`config.mk`:
```
export PLATFORM = sky130hd
export DESIGN_NAME = tone_burst_generator
export DESIGN_NICKNAME = d
export VERILOG_FILES = /design/src/hdl/tbg_pkg.sv /design/src/hdl/tone_burst_generator.sv
export SDC_FILE = /design/constraint.sdc
export NUM_CORES = 1
export LEC_CHECK = 0
export ABC_AREA = 1
export ABC_CLOCK_PERIOD_IN_PS = 19830
export BUFFER_PORTS_ARGS = -buffer_cell sky130_fd_sc_hd__buf_2
export CAP_MARGIN = 20
export CORE_MARGIN = 2
export CORE_UTILIZATION = 29
export CTS_CLUSTER_SIZE = 8
export DETAILED_ROUTE_END_ITERATION = 12
export SYNTH_ARGS = -nofsm -noshare
export SYNTH_HDL_FRONTEND = slang
export SYNTH_SLANG_ARGS = --single-unit
```
`constraint.sdc`:
```
create_clock -name clock -period 19.83 [get_ports clock]
set_input_delay 3.966 -clock clock [delete_from_list [all_inputs] [get_ports clock]]
set_output_delay 3.966 -clock clock [all_outputs]
set_load 0.01 [all_outputs]
```
`src/hdl/tbg_pkg.sv`:
```
// Shared types and constants of the tone burst generator.
// Depends on nothing; the top level and its checker import it.
`timescale 1ns / 1ps

package tbg_pkg;

   // Register indexes of the configuration port (byte address is 4 * index).
   localparam logic REG_PERIOD_SCALE = 1'b0;
   localparam logic REG_CYCLE_SCALE  = 1'b1;

   localparam logic [15:0] PERIOD_SCALE_RESET = 16'd57600;
   localparam logic [15:0] CYCLE_SCALE_RESET  = 16'd50000;

   // Request kinds carried on req_tuser.
   localparam logic ACTION_TICK  = 1'b0;
   localparam logic ACTION_START = 1'b1;

   // Status codes of a response.
   typedef enum logic [1:0] {
      STATUS_NONE      = 2'd0,
      STATUS_ACCEPTED  = 2'd1,
      STATUS_BUSY      = 2'd2,
      STATUS_BAD_FREQ  = 2'd3
   } status_type;

   // Response payload, highest bit first when packed into rsp_tdata.
   typedef struct packed {
      logic       note_done;
      status_type status;
      logic       busy_res;
      logic       beeper_level;
   } rsp_fields_type;

endpackage

```
`src/hdl/tone_burst_generator.sv`:
```
// Tone burst generator: note setup through a shared bit-serial divider and tick-driven playback.
// Depends on tbg_pkg.
`timescale 1ns / 1ps
// Responses: a tick, a start while busy or a start with frequency below 8 responds in the cycle
//   after acceptance; any other start responds once its divisions on the shared divider end.
// Throughput: no request is taken while a response waits; a start holds the block for its
//   three divisions, one quotient bit per cycle on the single shared restoring divider.
// Reset is synchronous, active high: the note stops, the beeper goes low and both
//   configuration registers return to their power-on values.

module tone_burst_generator #(
   parameter int COUNT_WIDTH = 16
) (
   input  logic        clock,
   input  logic        reset,
   // Request channel.
   input  logic        req_tvalid,
   output logic        req_tready,
   input  logic [31:0] req_tdata,   // [15:0] frequency, [31:16] duration_ms
   input  logic        req_tuser,   // [0] action
   // Response channel.
   output logic        rsp_tvalid,
   input  logic        rsp_tready,
   output logic [7:0]  rsp_tdata,   // [0] beeper_level, [1] busy_res, [3:2] status,
                                    // [4] note_done, [7:5] zero
   // Configuration port.
   input  logic        csr_psel,
   input  logic        csr_penable,
   input  logic        csr_pwrite,
   input  logic [2:0]  csr_paddr,
   input  logic [31:0] csr_pwdata,
   output logic [31:0] csr_prdata,
   output logic        csr_pready
);
   import tbg_pkg::*;

   localparam int CW    = COUNT_WIDTH;
   localparam int CNT_W = $clog2(COUNT_WIDTH + 1);
   localparam int WIDE  = COUNT_WIDTH + 20;

   // The sequencer walks through the three divisions of a start in turn.
   typedef enum logic [1:0] {
      ST_IDLE,
      ST_DIV_CDIV,
      ST_DIV_QUOT,
      ST_DIV_HALVES
   } state_type;

   state_type        state_ff, state_in;

   // Configuration registers.
   logic [15:0]      period_scale_ff, period_scale_in;
   logic [15:0]      cycle_scale_ff, cycle_scale_in;

   // Note state.
   logic             beeper_ff, beeper_in;
   logic             playing_ff, playing_in;
   logic [CW-1:0]    half_period_ff, half_period_in;
   logic [CW-1:0]    tick_ff, tick_in;
   logic [CW-1:0]    halves_ff, halves_in;

   // Operands captured at start and the first quotient, kept for the third division.
   logic [15:0]      freq_ff, freq_in;
   logic [15:0]      dur_ff, dur_in;
   logic [15:0]      cdiv_ff, cdiv_in;

   // Shared restoring divider: partial remainder, quotient shifting in as the dividend
   // shifts out, divisor and a bit counter.
   logic [15:0]      rem_ff, rem_in;
   logic [CW-1:0]    quo_ff, quo_in;
   logic [15:0]      divisor_ff, divisor_in;
   logic [CNT_W-1:0] cnt_ff, cnt_in;

   // Response register.
   logic             rsp_valid_ff, rsp_valid_in;
   rsp_fields_type   rsp_data_ff, rsp_data_in;

   // Divider step.
   logic [16:0]      trial;
   logic [16:0]      diff;
   logic             fits;
   logic [15:0]      rem_step;
   logic [CW-1:0]    quo_step;
   logic             div_last;

   // Helpers for the constant multiplications by ten.
   logic [19:0]      dur_x10;
   logic [WIDE-1:0]  dur_x10_wide;
   logic [CW+3:0]    quo_ext;
   logic [CW+3:0]    quo_x10;

   logic             req_accept;
   logic             rsp_load;
   status_type       rsp_status;
   logic             rsp_done;
   logic             csr_write;

   assign req_tready = (state_ff == ST_IDLE) && !rsp_valid_ff;
   assign req_accept = req_tvalid && req_tready;
   assign rsp_tvalid = rsp_valid_ff;
   assign rsp_tdata  = {3'b000, rsp_data_ff};
   assign csr_pready = 1'b1;
   assign csr_write  = csr_psel && csr_penable && csr_pwrite;

   always_comb begin
      case (csr_paddr[2])
         REG_PERIOD_SCALE: csr_prdata = {16'h0000, period_scale_ff};
         REG_CYCLE_SCALE:  csr_prdata = {16'h0000, cycle_scale_ff};
         default:          csr_prdata = 32'h0000_0000;
      endcase
   end

   // One restoring step: bring down the next dividend bit and subtract if it fits.
   assign trial    = {rem_ff, quo_ff[CW-1]};
   assign diff     = trial - {1'b0, divisor_ff};
   assign fits     = trial >= {1'b0, divisor_ff};
   assign rem_step = fits ? diff[15:0] : trial[15:0];
   assign quo_step = {quo_ff[CW-2:0], fits};
   assign div_last = (cnt_ff == CNT_W'(1));

   // Duration times ten, reduced to the count width, is the third dividend.
   assign dur_x10      = {1'b0, dur_ff, 3'b000} + {3'b000, dur_ff, 1'b0};
   assign dur_x10_wide = WIDE'(dur_x10);
   // The third quotient times ten, reduced to the count width, is the half-cycle count.
   assign quo_ext      = (CW + 4)'(quo_step);
   assign quo_x10      = (quo_ext << 3) + (quo_ext << 1);

   always_comb begin
      state_in        = state_ff;
      period_scale_in = period_scale_ff;
      cycle_scale_in  = cycle_scale_ff;
      beeper_in       = beeper_ff;
      playing_in      = playing_ff;
      half_period_in  = half_period_ff;
      tick_in         = tick_ff;
      halves_in       = halves_ff;
      freq_in         = freq_ff;
      dur_in          = dur_ff;
      cdiv_in         = cdiv_ff;
      rem_in          = rem_ff;
      quo_in          = quo_ff;
      divisor_in      = divisor_ff;
      cnt_in          = cnt_ff;
      rsp_load        = 1'b0;
      rsp_status      = STATUS_NONE;
      rsp_done        = 1'b0;

      if (csr_write) begin
         case (csr_paddr[2])
            REG_PERIOD_SCALE: period_scale_in = csr_pwdata[15:0];
            REG_CYCLE_SCALE:  cycle_scale_in  = csr_pwdata[15:0];
            default: ;
         endcase
      end

      case (state_ff)
         ST_IDLE: begin
            if (req_accept) begin
               rsp_load = 1'b1;
               if (req_tuser == ACTION_TICK) begin
                  // A tick advances a playing note; the beeper flips on the first tick
                  // of every half cycle.
                  if (playing_ff) begin
                     if (tick_ff == '0) begin
                        beeper_in = !beeper_ff;
                     end
                     if (tick_ff >= half_period_ff) begin
                        tick_in   = '0;
                        halves_in = halves_ff - CW'(1);
                        if (halves_ff == CW'(1)) begin
                           playing_in = 1'b0;
                           rsp_done   = 1'b1;
                        end
                     end else begin
                        tick_in = tick_ff + CW'(1);
                     end
                  end
               end else if (playing_ff) begin
                  rsp_status = STATUS_BUSY;
               end else if (req_tdata[15:3] == 13'd0) begin
                  // Frequency over eight is zero, so no period can be derived.
                  rsp_status = STATUS_BAD_FREQ;
               end else begin
                  // First division: cycle_scale / frequency.
                  rsp_load   = 1'b0;
                  freq_in    = req_tdata[15:0];
                  dur_in     = req_tdata[31:16];
                  rem_in     = '0;
                  quo_in     = CW'(cycle_scale_ff);
                  divisor_in = req_tdata[15:0];
                  cnt_in     = CNT_W'(CW);
                  state_in   = ST_DIV_CDIV;
               end
            end
         end

         ST_DIV_CDIV: begin
            rem_in = rem_step;
            quo_in = quo_step;
            cnt_in = cnt_ff - CNT_W'(1);
            if (div_last) begin
               if (quo_step == '0) begin
                  rsp_load   = 1'b1;
                  rsp_status = STATUS_BAD_FREQ;
                  state_in   = ST_IDLE;
               end else begin
                  // Second division: period_scale / (frequency / 8).
                  cdiv_in    = quo_step[15:0];
                  rem_in     = '0;
                  quo_in     = CW'(period_scale_ff);
                  divisor_in = {3'b000, freq_ff[15:3]};
                  cnt_in     = CNT_W'(CW);
                  state_in   = ST_DIV_QUOT;
               end
            end
         end

         ST_DIV_QUOT: begin
            rem_in = rem_step;
            quo_in = quo_step;
            cnt_in = cnt_ff - CNT_W'(1);
            if (div_last) begin
               if (quo_step < CW'(2)) begin
                  rsp_load   = 1'b1;
                  rsp_status = STATUS_BAD_FREQ;
                  state_in   = ST_IDLE;
               end else begin
                  // Nothing can reject the start from here on, so the period is kept now.
                  // Third division: (duration * 10) / first quotient.
                  half_period_in = quo_step - CW'(2);
                  rem_in         = '0;
                  quo_in         = dur_x10_wide[CW-1:0];
                  divisor_in     = cdiv_ff;
                  cnt_in         = CNT_W'(CW);
                  state_in       = ST_DIV_HALVES;
               end
            end
         end

         ST_DIV_HALVES: begin
            rem_in = rem_step;
            quo_in = quo_step;
            cnt_in = cnt_ff - CNT_W'(1);
            if (div_last) begin
               rsp_load   = 1'b1;
               rsp_status = STATUS_ACCEPTED;
               tick_in    = '0;
               halves_in  = quo_x10[CW-1:0];
               // A zero half-cycle count ends the note at once.
               if (quo_x10[CW-1:0] == '0) begin
                  playing_in = 1'b0;
                  rsp_done   = 1'b1;
               end else begin
                  playing_in = 1'b1;
               end
               state_in = ST_IDLE;
            end
         end

         default: state_in = ST_IDLE;
      endcase

      // The response register is empty whenever a result is loaded.
      rsp_valid_in = rsp_valid_ff && !rsp_tready;
      rsp_data_in  = rsp_data_ff;
      if (rsp_load) begin
         rsp_valid_in             = 1'b1;
         rsp_data_in.beeper_level = beeper_in;
         rsp_data_in.busy_res     = playing_in;
         rsp_data_in.status       = rsp_status;
         rsp_data_in.note_done    = rsp_done;
      end
   end

   always_ff @(posedge clock) begin
      if (reset) begin
         state_ff        <= ST_IDLE;
         period_scale_ff <= PERIOD_SCALE_RESET;
         cycle_scale_ff  <= CYCLE_SCALE_RESET;
         beeper_ff       <= 1'b0;
         playing_ff      <= 1'b0;
         half_period_ff  <= '0;
         tick_ff         <= '0;
         halves_ff       <= '0;
         cnt_ff          <= '0;
         rsp_valid_ff    <= 1'b0;
      end else begin
         state_ff        <= state_in;
         period_scale_ff <= period_scale_in;
         cycle_scale_ff  <= cycle_scale_in;
         beeper_ff       <= beeper_in;
         playing_ff      <= playing_in;
         half_period_ff  <= half_period_in;
         tick_ff         <= tick_in;
         halves_ff       <= halves_in;
         cnt_ff          <= cnt_in;
         rsp_valid_ff    <= rsp_valid_in;
      end
      freq_ff     <= freq_in;
      dur_ff      <= dur_in;
      cdiv_ff     <= cdiv_in;
      rem_ff      <= rem_in;
      quo_ff      <= quo_in;
      divisor_ff  <= divisor_in;
      rsp_data_ff <= rsp_data_in;
   end

endmodule

```
# Yosys cells after proc, flatten, opt, wreduce, memory -nomap -nowiden

Index checks and enable logic that the tools add are counted.

Add/sub/neg operators: 7
Multipliers: 0
Div/mod/pow operators: 0
$lt $le $gt $ge: 3
Equality and inequality tests: 17
Shifts and indexed selects: 0
Mux-type cells: 102
Bitwise gates (word level): 5
Reductions and logical operators: 25

Operator list:

| operator                                             | count |
|---|---|
| two-way mux 16 bit                                   | 35 |
| case mux 16 bit (4 select lines)                     | 2 |
| case mux 16 bit (2 select lines)                     | 2 |
| case mux 32 bit (2 select lines)                     | 1 |
| logical NOT 16 bit                                   | 3 |
| case mux 16 bit (3 select lines)                     | 1 |
| two-way mux 5 bit                                    | 8 |
| two-way mux 2 bit                                    | 17 |
| adder 16 bit                                         | 2 |
| two-way mux 1 bit                                    | 30 |
| inequality test 2 bit, second input constant         | 11 |
| case mux 5 bit (4 select lines)                      | 1 |
| >= comparator 17 x 16 -> 1 bit                       | 1 |
| adder 16 x 1 -> 16 bit, second input constant        | 1 |
| equality test 16 x 1 -> 1 bit, second input constant | 1 |
| >= comparator 16 bit                                 | 1 |
| < comparator 16 x 2 -> 1 bit, second input constant  | 1 |
| case mux 2 bit (4 select lines)                      | 2 |
| subtractor 16 x 1 -> 16 bit, second input constant   | 1 |
| subtractor 16 bit                                    | 1 |
| subtractor 16 x 2 -> 16 bit, second input constant   | 1 |
| logical NOT 13 bit                                   | 1 |
| AND reduction 5 bit                                  | 2 |
| AND reduction 9 bit                                  | 1 |
| 18 further kinds                                     | 32 |

Register bits: 190
Bits in latches: 0
Memory bits (writable): 0
Bits in read-only memories: 0
Output and inout bits: 43
Memories: 0

# Longest topological paths before layout

Gate-level depths: netlist of the first run.

Depth in word-level cells: 7
Gate-level depth with buffers: 27
Depth with buffers taken out: 25

# Worst setup path after synthesis of the first run

No wires, ideal clock.

Kind: input to register
From: input port req_tvalid
To: register divisor_ff[0], enable pin
Data arrival time: 8955 ps
Data required time: 19400 ps
Slack: 10445 ps
Stages: 7
Buffers on the path: 0
Path through: and3_1 -> inv_1 -> nor2_1 -> nand2_1 -> o21ai_0 -> inv_1 -> nor4_1

Longest elaborated chain between the ends: 3

RTL lines:

| what                                   | RTL line                    | text |
|---|---|---|
| start: declaration                     | tone_burst_generator.sv:17  | `input logic req_tvalid,` |
| logical AND 1 bit                      | tone_burst_generator.sv:99  | `assign req_accept = req_tvalid && req_tready;` |
| inequality test 2 bit (no source line) | -                           |  |
| AND reduction 9 bit (no source line)   | -                           |  |
| end signal: assignment                 | tone_burst_generator.sv:304 | `divisor_ff <= divisor_in;` |
| end: declaration                       | tone_burst_generator.sv:71  | `logic [15:0] divisor_ff, divisor_in;` |

No other way between the ends.
A chain may end at the register's enable or synchronous reset.

# Worst setup path after layout of the first run

From: input port csr_paddr[2]
To: output port csr_prdata[15]

Longest elaborated chain between the ends: 2

RTL lines:

| what                               | RTL line                    | text |
|---|---|---|
| start: declaration                 | tone_burst_generator.sv:30  | `input logic [2:0] csr_paddr,` |
| inverter 1 bit (no source line)    | -                           |  |
| case mux 32 bit (2 select lines) * | tone_burst_generator.sv:106 | `case (csr_paddr[2])` |
| end: declaration                   | tone_burst_generator.sv:32  | `output logic [31:0] csr_prdata,` |

Every way passes the cells marked *; elsewhere a longest branch is shown, timed or not. The select of a mux whose other input is x is not followed.

==> impl_metrics.py, run 1 <==
metrics = {
    "clock_tree": {
        "clk_latency_ps": 440,
        "postCtsSetupBuffers": 0,
        "cts_tree": "done",
        "cts_buffer_depth": 2,
        "numCtsBuffers": 17,
        "cts_root_buf": "clkbuf_16",
        "h-tree-depth": 4,
        "cts_sinks": 187,
        "post_cts_resize_count": 0,
        "ctsHoldBuffers": 0,
        "clkTransAtPathRegs_ps": 70,
    },
    "global_route": {
        "grt_max_degree": 65,
        "track_usage_pct": 15.2,
        "grt_overflow_total": 0,
        "antenna_found_initial": 0,
        "grt_pass1_vias": 9783,
        "grt_first_pass_wirelength_um": 50200,
    },
    "synthesis": {
        "synth_top_area_share_pct": 25.1,
        "synth_area_leaders": "edfxtp_1, dfxtp_1, nand2_1",
        "synth-adder-area-share_pct": 7.75,
        "synth-edff-count": 97,
        "yosys_warnings": 0,
        "synth_flop_cell": "edfxtp_1",
        "synth-simple-area-share_pct": 25.8,
        "synth_xor_xnor_area_share_pct": 3.40,
        "synth_top_family_by_area": "simple AND/OR/NAND/NOR gates",
        "synth_area_per_cell_sq_um": 7.57,
        "synthCells": 1532,
        "syn-cell-area_sq_mm": 0.0116,
        "synthMuxAreaShare_pct": 0.0863,
        "synth_cell_types": 52,
        "yosys.area.top_type": "edfxtp_1",
        "synth.most_common_cell": "nand2_1",
        "async_flop_share_pct": 0,
        "yosysSeqAreaShare_pct": 40.7,
        "synth-seq-cells": 187,
        "synth_common_cells": "nand2_1, nor2_1, inv_1, nand3_1, o21ai_0",
        "synth_compound_area_share_pct": 13.5,
    },
    "pwr": {
        "powerDensity_mw_per_mm2": 136,
        "seq_power_share_pct": 33.0,
        "switching_power_mw": 0.793,
        "total_leakage_power_nw": 5.56,
        "pwr-share-clk_pct": 19.1,
        "swShare_pct": 44.8,
        "intPower_mw": 0.976,
        "peakVddDrop_v": 0.000101,
        "p_comb_share_pct": 48.0,
    },
    "routing": {
        "drt_pass1_iterations": 6,
        "vias": 10300,
        "drc": 0,
        "wirelength_um": 31300,
        "routedWlPerCell_um": 14.7,
        "ant_nets": 0,
        "via_per_inst": 4.85,
        "drt_iter0_markers": 628,
    },
    "finish": {
        "syn_to_final_growth_pct": 12.4,
        "nFillCells": 4204,
        "nets": 1734,
        "drive_above_1_share_pct": 9.24,
        "n_antenna_cell": 0,
        "final_util_pct": 32.9,
    },
    "timing": {
        "clock_skew_ps": 10.3,
        "hold_ws_ps": 473,
        "timing.final.crit_share_pct": 44.5,
        "hold_viol_final": 0,
        "finalSetupViolations": 0,
        "rsz0062_at_grt": "no",
        "fmax_mhz": 113,
        "tns_ps": 0,
        "tightest_slew_ps": 863,
        "relSlewSlack_pct": 42.5,
        "min_period_ps": 8830,
        "drv_slew": 0,
    },
    "worst_setup_path": {
        "crit_path_start_kind": "primary input",
        "endpoint_kind": "primary output",
        "worst_path_max_delay_cell": "buf_2",
        "crit_type": "primary input to primary output",
        "path_cells": "buf_2 -> inv_1 -> nand2_1 -> nand2_1 -> buf_2",
        "path_delay_family": "buffers and inverters",
        "critPathBufInv": 3,
        "cp_max_fo": 29,
        "cp.required_ps": 15860,
        "slowest_delay_ps": 380,
        "arrival_ps": 4860,
    },
    "die": {
        "rows": 73,
        "core_area_sq_mm": 0.0396,
        "die_y_um": 204,
        "start_util_pct": 29.3,
        "die_w_um": 204,
        "num_io_pins": 118,
        "floorplan.die_area_sq_mm": 0.0416,
    },
    "job": {
        "maxCapViolCount": 0,
    },
    "placed_design": {
        "hpwlAfterDp_um": 22900,
        "port_buffers": 78,
        "gp_congestion": 0.871,
    },
    "hold_path": {
        "hold_path_class": "flop to flop",
    },
    "outcome": {
        "outcome": "completed",
    },
}
==> cells in the final DEF (no fill, tap or decap), types with 4 or more instances in the layout <==
| cell type | Yosys | routed |
|---|---|---|
| a211oi_1 | 6 | 6 |
| a21oi_1 | 112 | 112 |
| a31oi_1 | 10 | 10 |
| buf_2 | 11 | 78 |
| buf_4 | 21 | 11 |
| clkbuf_16 | 0 | 17 |
| clkinv_1 | 6 | 7 |
| clkinvlp_4 | 0 | 5 |
| conb_1 | 2 | 20 |
| dfxtp_1 | 90 | 90 |
| edfxtp_1 | 97 | 97 |
| ha_1 | 67 | 67 |
| inv_1 | 162 | 162 |
| nand2_1 | 336 | 336 |
| nand2_2 | 5 | 5 |
| nand3_1 | 124 | 124 |
| nand3b_1 | 4 | 4 |
| nand4_1 | 20 | 20 |
| nor2_1 | 163 | 162 |
| nor3_1 | 15 | 15 |
| nor4_1 | 9 | 8 |
| o211ai_1 | 9 | 9 |
| o21a_1 | 6 | 6 |
| o21ai_0 | 119 | 117 |
| o21ai_1 | 7 | 8 |
| o21bai_1 | 5 | 5 |
| o31ai_1 | 4 | 4 |
| xnor2_1 | 9 | 9 |
| xor2_1 | 36 | 36 |
==> power groups by stage <==
stage | clock, mW | combinational, mW | sequential (mW)
final | 0.337 | 0.848 | 0.584
after floorplan | 0 | 0.648 | 0.562
after detailed placement | 0 | 0.839 | 0.590
after global routing | 0.359 | 0.968 | 0.590
after CTS | 0.345 | 0.845 | 0.582
after global placement | 0 | 0.830 | 0.588
==> sequential cells by signal, indices dropped and copies added (netlist names), 2 cells and up <==
name / count
cnt_ff: 5
rem_ff: 16
period_scale_ff: 16
quo_ff: 16
tick_ff: 16
freq_ff: 13
rsp_tdata: 5
state_ff: 2
cycle_scale_ff: 16
cdiv_ff: 16
divisor_ff: 16
halves_ff: 16
half_period_ff: 16
dur_ff: 15
==> routing by layer <==
layer / GRT usage [%] / vias up / part of all wire, %
li1: - / 5198 / -
met1: 20.2 / 4794 / 47
met2: 25.5 / 287 / 46
met3: 2.65 / 43 / 5.0
met4: 4.22 / 0 / 1.8
met5: 0 / - / 0
==> stage by stage <==
stage | area [sq um] | setup slack [ps] | power (mW) | instances
after floorplan | 11700 | 10440 | 1.21 | 1550
after global placement | 12500 | 11030 | 1.42 | 2094
after detailed placement | 12500 | 11010 | 1.43 | 2094
after CTS | 13000 | 11010 | 1.77 | 2126
after global routing | 13000 | 10900 | 1.92 | 2127
final | 13000 | 11000 | 1.77 | 2127
==> worst reg2reg max path, delay by kind of cell (launching register included) <==
family / cells / cell delay, ps
DFF: 1 / 390
adders and majority gates: 3 / 1050
AOI/OAI and AO/OA: 2 / 380
and+or+nand+nor: 15 / 1500
buffers and inverters: 1 / 40
xor gates and xnor gates: 1 / 150
==> cells by family (layout without fill, tap and decap cells) <==
kind of cell             Yosys count  count (layout)
buffers and inverters            242             294
XOR/XNOR                          45              45
multiplexers                       1               1
flip-flops                       187             187
adder cells (fa/ha/maj)           70              70
other                              2              20
AO/OA/AOI/OAI                    290             290
AND/OR/NAND/NOR                  695             695
==> area by class of cell <==
| cell class | instances | area [sq um] | area share [%] |
|---|---|---|---|
| clock buffer | 18 | 429 | 3.29 |
| multi-input combinational | 1121 | 5960 | 45.7 |
| tap | 525 | 657 | 5.04 |
| sequential | 187 | 4710 | 36.2 |
| inverter | 172 | 647 | 4.96 |
| timing repair buffer | 90 | 488 | 3.74 |
| clock inverter | 14 | 138 | 1.06 |
==> worst paths after layout <==
kind                     startpoint                end  slack [ps]  cells past startpoint
setup reg to reg          rem_ff[9]       rsp_tdata[1]       16090                     22
hold reg to reg   half_period_ff[3]  half_period_ff[3]         470                      2
setup / recovery       csr_paddr[2]     csr_prdata[15]       11000                      5
hold / removal    half_period_ff[3]  half_period_ff[3]         470                      2
No activity file was read; power rests on OpenSTA's default activity.
==> run 2, diff against run 1 <==
--- a/config.mk
+++ b/config.mk
@@ -6,7 +6,7 @@
 export NUM_CORES = 1
 export LEC_CHECK = 0
 export ABC_AREA = 1
-export ABC_CLOCK_PERIOD_IN_PS = 19830
+export ABC_CLOCK_PERIOD_IN_PS = 8700
 export BUFFER_PORTS_ARGS = -buffer_cell sky130_fd_sc_hd__buf_2
 export CAP_MARGIN = 20
 export CORE_MARGIN = 2
==> constraint.sdc (replaced) <==
create_clock -name clock -period 8.7 [get_ports clock]
set_input_delay 1.74 -clock clock [delete_from_list [all_inputs] [get_ports clock]]
set_output_delay 1.74 -clock clock [all_outputs]
set_load 0.01 [all_outputs]
==> run 2 against run 1 <==
Utilization about the same; combinational power grew 130%; global-route usage up 0.11 points; critical endpoint is now csr_prdata[1].
==> impl_metrics.py, run 2 (synthesis results as in run 1) <==
metrics = {
    "worst_setup_path": {
        "ff2ff_setup_slack_ps": 4830,
        "worst_path_max_delay_cell": "buf_2",
        "cp_max_fo": 29,
        "arrival_ps": 2640,
        "crit_type": "primary input to primary output",
        "cp.required_ps": 6960,
        "r2r_cells": 20,
        "path_cells": "buf_2 -> inv_1 -> nand2_1 -> nand2_1 -> buf_2",
        "r2r_end": "rsp_tdata[4]",
        "crit_path_start_kind": "primary input",
        "r2r_start": "rem_ff[9]",
        "slowest_delay_ps": 390,
        "endpoint_kind": "primary output",
    },
    "placed_design": {
        "place_ws_ps": 4320,
        "hpwlAfterDp_um": 23000,
        "port_buffers": 78,
        "gp_congestion": 0.868,
        "place_area_sq_mm": 0.0125,
    },
    "pwr": {
        "total_leakage_power_nw": 5.57,
        "peakVddDrop_v": 0.000219,
        "powerDensity_mw_per_mm2": 311,
    },
    "finish": {
        "nFillCells": 4288,
        "syn_to_final_growth_pct": 12.5,
        "seq_area_sq_mm": 0.00471,
        "n_antenna_cell": 0,
        "final_util_pct": 32.9,
        "multi_input_area_sq_mm": 0.00596,
        "layout_common_cells": "nand2_1, inv_1, nor2_1, nand3_1, o21ai_0",
        "final_area_sq_mm": 0.0130,
        "nets": 1733,
        "layout_commonest_cell": "nand2_1",
        "drive_above_1_share_pct": 9.12,
    },
    "hold_path": {
        "whs_path_depth": 2,
        "hold_path_class": "flop to flop",
        "hold_path_end": "half_period_ff[3]",
        "worstHoldStart": "half_period_ff[3]",
    },
    "routing": {
        "drt_iter0_markers": 727,
        "routedWlPerCell_um": 14.9,
        "wl_met2_um": 14600,
        "wl_met3_um": 1700,
        "via_per_inst": 4.86,
        "wirelength_um": 31600,
        "ant_nets": 0,
        "vias": 10300,
        "drc": 0,
        "highest_layer": "met4",
        "drt_pass1_iterations": 5,
        "met1Wirelength_um": 14600,
    },
    "job": {
        "maxCapViolCount": 0,
    },
    "clock_tree": {
        "cts_root_buf": "clkbuf_16",
        "post_cts_resize_count": 0,
        "numCtsBuffers": 17,
        "postCtsSetupBuffers": 0,
        "clk_latency_ps": 450,
        "h-tree-depth": 4,
        "cts_tree": "done",
        "cts_buffer_depth": 2,
        "cts_sinks": 187,
        "clkTransAtPathRegs_ps": 70,
        "ctsHoldBuffers": 0,
    },
    "die": {
        "floorplan.die_area_sq_mm": 0.0416,
        "rows": 73,
        "die_w_um": 204,
        "num_io_pins": 118,
        "die_y_um": 204,
        "core_area_sq_mm": 0.0396,
        "start_util_pct": 29.3,
    },
    "timing": {
        "fmax_mhz": 228,
        "timing.final.crit_share_pct": 50.4,
        "relSlewSlack_pct": 27.1,
        "worst_slack_ps": 4320,
        "clock_skew_ps": 20.3,
        "min_period_ps": 4380,
        "tightest_slew_ps": 1090,
        "drv_slew": 0,
        "finalSetupViolations": 0,
        "rsz0062_at_grt": "no",
        "tns_ps": 0,
        "hold_viol_final": 0,
    },
    "global_route": {
        "grt_pass1_vias": 9788,
        "grt_overflow_total": 0,
        "grt_max_degree": 65,
        "grt_first_pass_wirelength_um": 50500,
        "track_usage_pct": 15.3,
        "antenna_found_initial": 0,
    },
    "outcome": {
        "outcome": "completed",
    },
}
[run 2: cell count changes in the layout (fill, tap and decap cells not counted)]
cell / previous run / this run
inv_6: 3 / 2
clkbuf_4: 0 / 1
inv_4: 0 / 1
inv_8: 2 / 1
clkbuf_16: 17 / 19
buf_8: 1 / 0
clkinvlp_4: 5 / 2
clkinv_1: 7 / 8
[run 2: worst max-delay path by stage]
stage,end,from,depth (start not counted),slack (ps)
6_report,csr_prdata[1],csr_paddr[2],5,4320
5_1_grt,csr_prdata[14],csr_paddr[2],5,4230
4_1_cts,csr_prdata[1],csr_paddr[2],5,4320
3_5_place_dp,csr_prdata[1],csr_paddr[2],5,4320
3_3_place_gp,csr_prdata[14],csr_paddr[2],5,4330
2_1_floorplan,divisor_ff[0],req_tvalid,7,1540
[run 2: worst max-delay path, delay by kind of cell]
family	cells	cell delay, ps
buffers and inverters	3	740
and+or+nand+nor	2	150
[run 2: metal layers]
| metal | global-route usage (%) | vias up |
|---|---|---|
| li1 | - | 5194 |
| met1 | 20.5 | 4770 |
| met2 | 25.3 | 328 |
| met3 | 2.15 | 50 |
| met4 | 5.23 | 0 |
| met5 | 0 | - |
[run 2: area by class of cell]
type / count / share of cell area [%]
multi-input cells: 1121 / 45.7
inverters: 172 / 4.96
repair buffers: 89 / 3.63
clock inverters: 11 / 0.806
well taps: 525 / 5.04
clock buffers: 21 / 3.73
flip-flops and latches: 187 / 36.1
[run 2: through the flow]
| step | hold WS (ps) | total power, mW | cells |
|---|---|---|---|
| detailed placement | 471 | 3.26 | 2094 |
| global route | 502 | 4.39 | 2126 |
| global placement | 461 | 3.23 | 2094 |
| finish | 478 | 4.05 | 2126 |
| floorplan | 435 | 2.76 | 1550 |
| CTS | 482 | 4.07 | 2126 |
[run 2: where the power goes]
part / internal [mW] / switching (mW) / leakage [nW]
combinational: 0.660 / 1.27 / 3.65
clock: 0.435 / 0.360 / 0.285
sequential: 1.16 / 0.168 / 1.64
==> run 3, diff against run 2 <==
--- a/config.mk
+++ b/config.mk
@@ -6,7 +6,7 @@
 export NUM_CORES = 1
 export LEC_CHECK = 0
 export ABC_AREA = 1
-export ABC_CLOCK_PERIOD_IN_PS = 8700
+export ABC_CLOCK_PERIOD_IN_PS = 4600
 export BUFFER_PORTS_ARGS = -buffer_cell sky130_fd_sc_hd__buf_2
 export CAP_MARGIN = 20
 export CORE_MARGIN = 2
==> constraint.sdc (replaced) <==
create_clock -name clock -period 4.6 [get_ports clock]
set_input_delay 0.92 -clock clock [delete_from_list [all_inputs] [get_ports clock]]
set_output_delay 0.92 -clock clock [all_outputs]
set_load 0.01 [all_outputs]
==> run 3 against run 2 <==
Clock-buffer cell count fell by 2; die area did not move; hold slack got worse by 11 ps; critical endpoint is now rsp_tdata[1].
==> impl_metrics.py, run 3 (synthesis results as in run 1) <==
metrics = {
    "routing": {
        "via_per_inst": 4.89,
        "routedWlPerCell_um": 14.9,
        "drc": 0,
        "vias": 10400,
        "drt_pass1_iterations": 5,
        "wirelength_um": 31800,
        "drt_iter0_markers": 676,
        "ant_nets": 0,
    },
    "timing": {
        "hold_viol_final": 0,
        "hold_ws_ps": 467,
        "clock_skew_ps": 15.4,
        "relSlewSlack_pct": 52.6,
        "tns_ps": 0,
        "fmax_mhz": 274,
        "timing.final.crit_share_pct": 79.4,
        "min_period_ps": 3650,
        "drv_slew": 0,
        "tightest_slew_ps": 711,
        "finalSetupViolations": 0,
        "rsz0062_at_grt": "no",
    },
    "worst_setup_path": {
        "path_cells": "ha_1 -> a21oi_1 -> o21ai_1 -> nand2_1 -> nand3_1 -> nand2_1 -> nand2_1 -> ha_1 -> fa_1 -> nand3_1 -> nand3_1 -> nand2_1 -> nand2_1 -> nand2_1 -> nand2_1 -> xor2_1 -> nor2_1 -> nand3_1 -> nand2_1 -> nand2_1 -> nand2_1 -> inv_1",
        "crit_type": "flop to flop",
        "path_delay_family": "simple AND/OR/NAND/NOR gates",
        "critPathBufInv": 1,
        "worst_path_max_delay_cell": "fa_1",
        "crit_path_start_kind": "flop",
        "cp_max_fo": 6,
        "slowest_delay_ps": 440,
        "arrival_ps": 3860,
        "crit_path_frequent_cell": "nand2_1",
        "endpoint_kind": "flop",
        "cp.required_ps": 4810,
    },
    "finish": {
        "drive_above_1_share_pct": 9.46,
        "layout_commonest_cell": "nand2_1",
        "n_antenna_cell": 0,
        "syn_to_final_growth_pct": 13.2,
        "layout_common_cells": "nand2_1, inv_1, nor2_1, nand3_1, o21ai_0",
        "nets": 1738,
        "nFillCells": 4206,
    },
    "global_route": {
        "grt_overflow_total": 0,
        "grt_first_pass_wirelength_um": 51000,
        "track_usage_pct": 15.4,
        "grt_max_degree": 65,
        "antenna_found_initial": 0,
        "grt_pass1_vias": 9707,
    },
    "clock_tree": {
        "clk_latency_ps": 440,
        "cts_buffer_depth": 2,
        "numCtsBuffers": 17,
        "clkTransAtPathRegs_ps": 80,
        "postCtsSetupBuffers": 0,
        "cts_sinks": 187,
        "ctsHoldBuffers": 0,
        "cts_root_buf": "clkbuf_16",
        "post_cts_resize_count": 0,
        "cts_tree": "done",
        "h-tree-depth": 4,
    },
    "placed_design": {
        "gp_congestion": 0.869,
        "hpwlAfterDp_um": 23000,
        "port_buffers": 78,
    },
    "hold_path": {
        "hold_path_class": "flop to flop",
    },
    "die": {
        "floorplan.die_area_sq_mm": 0.0416,
        "rows": 73,
        "num_io_pins": 118,
        "core_area_sq_mm": 0.0396,
        "die_w_um": 204,
        "start_util_pct": 29.3,
        "die_y_um": 204,
    },
    "job": {
        "maxCapViolCount": 0,
    },
    "pwr": {
        "total_leakage_power_nw": 5.60,
        "peakVddDrop_v": 0.000356,
        "powerDensity_mw_per_mm2": 593,
        "totalPowerFinal_mw": 7.78,
    },
    "outcome": {
        "outcome": "completed",
    },
}
[run 3: cell types whose count changed in the layout (fill, tap and decap cells not counted), sizes merged]
cell      previous run  this run
inv                169       171
buf                 89        94
bufinv               1         3
clkbuf              21        19
clkinvlp             2         4
clkinv              11         7
[run 3: path summary, 6_finish.rpt]
kind | slack, ps | start | end | depth (start not counted)
worst max-delay path | 950 | rem_ff[1] | rsp_tdata[1] | 22
worst min-delay path | 470 | period_scale_ff[6] | period_scale_ff[6] | 2
worst max register to register | 950 | rem_ff[1] | rsp_tdata[1] | 22
worst min register to register | 470 | period_scale_ff[6] | period_scale_ff[6] | 2
[run 3: where the power goes]
part           switching [mW]  total, mW  internal, mW
Combinational            2.43       3.71          1.28
Sequential              0.310       2.50          2.19
Clock                   0.702       1.57         0.873
Total                    3.44       7.78          4.34
[run 3: metrics by stage]
stage	setup slack (ps)	cells	area (sq um)	util, %
after floorplan	610	1550	11700	-
after global placement	984	2097	12500	31.5
after detailed placement	946	2097	12500	31.5
after CTS	928	2129	13100	33.0
after global routing	587	2131	13100	33.1
final	950	2131	13100	33.1
[run 3: area by class of cell]
cell class / count / area [sq um] / share of cell area (%)
clock buffer: 19 / 433 / 3.30
clock inverter: 13 / 180 / 1.37
inverter: 172 / 647 / 4.93
multi-input combinational: 1121 / 5970 / 45.5
sequential: 187 / 4710 / 35.9
tap: 525 / 657 / 5.01
timing repair buffer: 94 / 522 / 3.98
[run 3: worst reg2reg max path, cell delays in order, from the launching register on]
cell and delay, ps:
edfxtp_1 400, ha_1 380, a21oi_1 210, o21ai_1 90, nand2_1 60, nand3_1 170
nand2_1 160, nand2_1 90, ha_1 250, fa_1 440, nand3_1 130, nand3_1 130
nand2_1 100, nand2_1 60, nand2_1 60, nand2_1 60, xor2_1 150, nor2_1 110
nand3_1 110, nand2_1 70, nand2_1 50, nand2_1 80, inv_1 40
[run 3: per-layer routing]
layer  track usage, %  part of all wire [%]  up-vias
li1                 -                     -     5206
met1             20.9                    47     4869
met2             25.6                    46      308
met3             2.18                   5.2       37
met4             4.19                   1.6        0
met5                0                     0        -
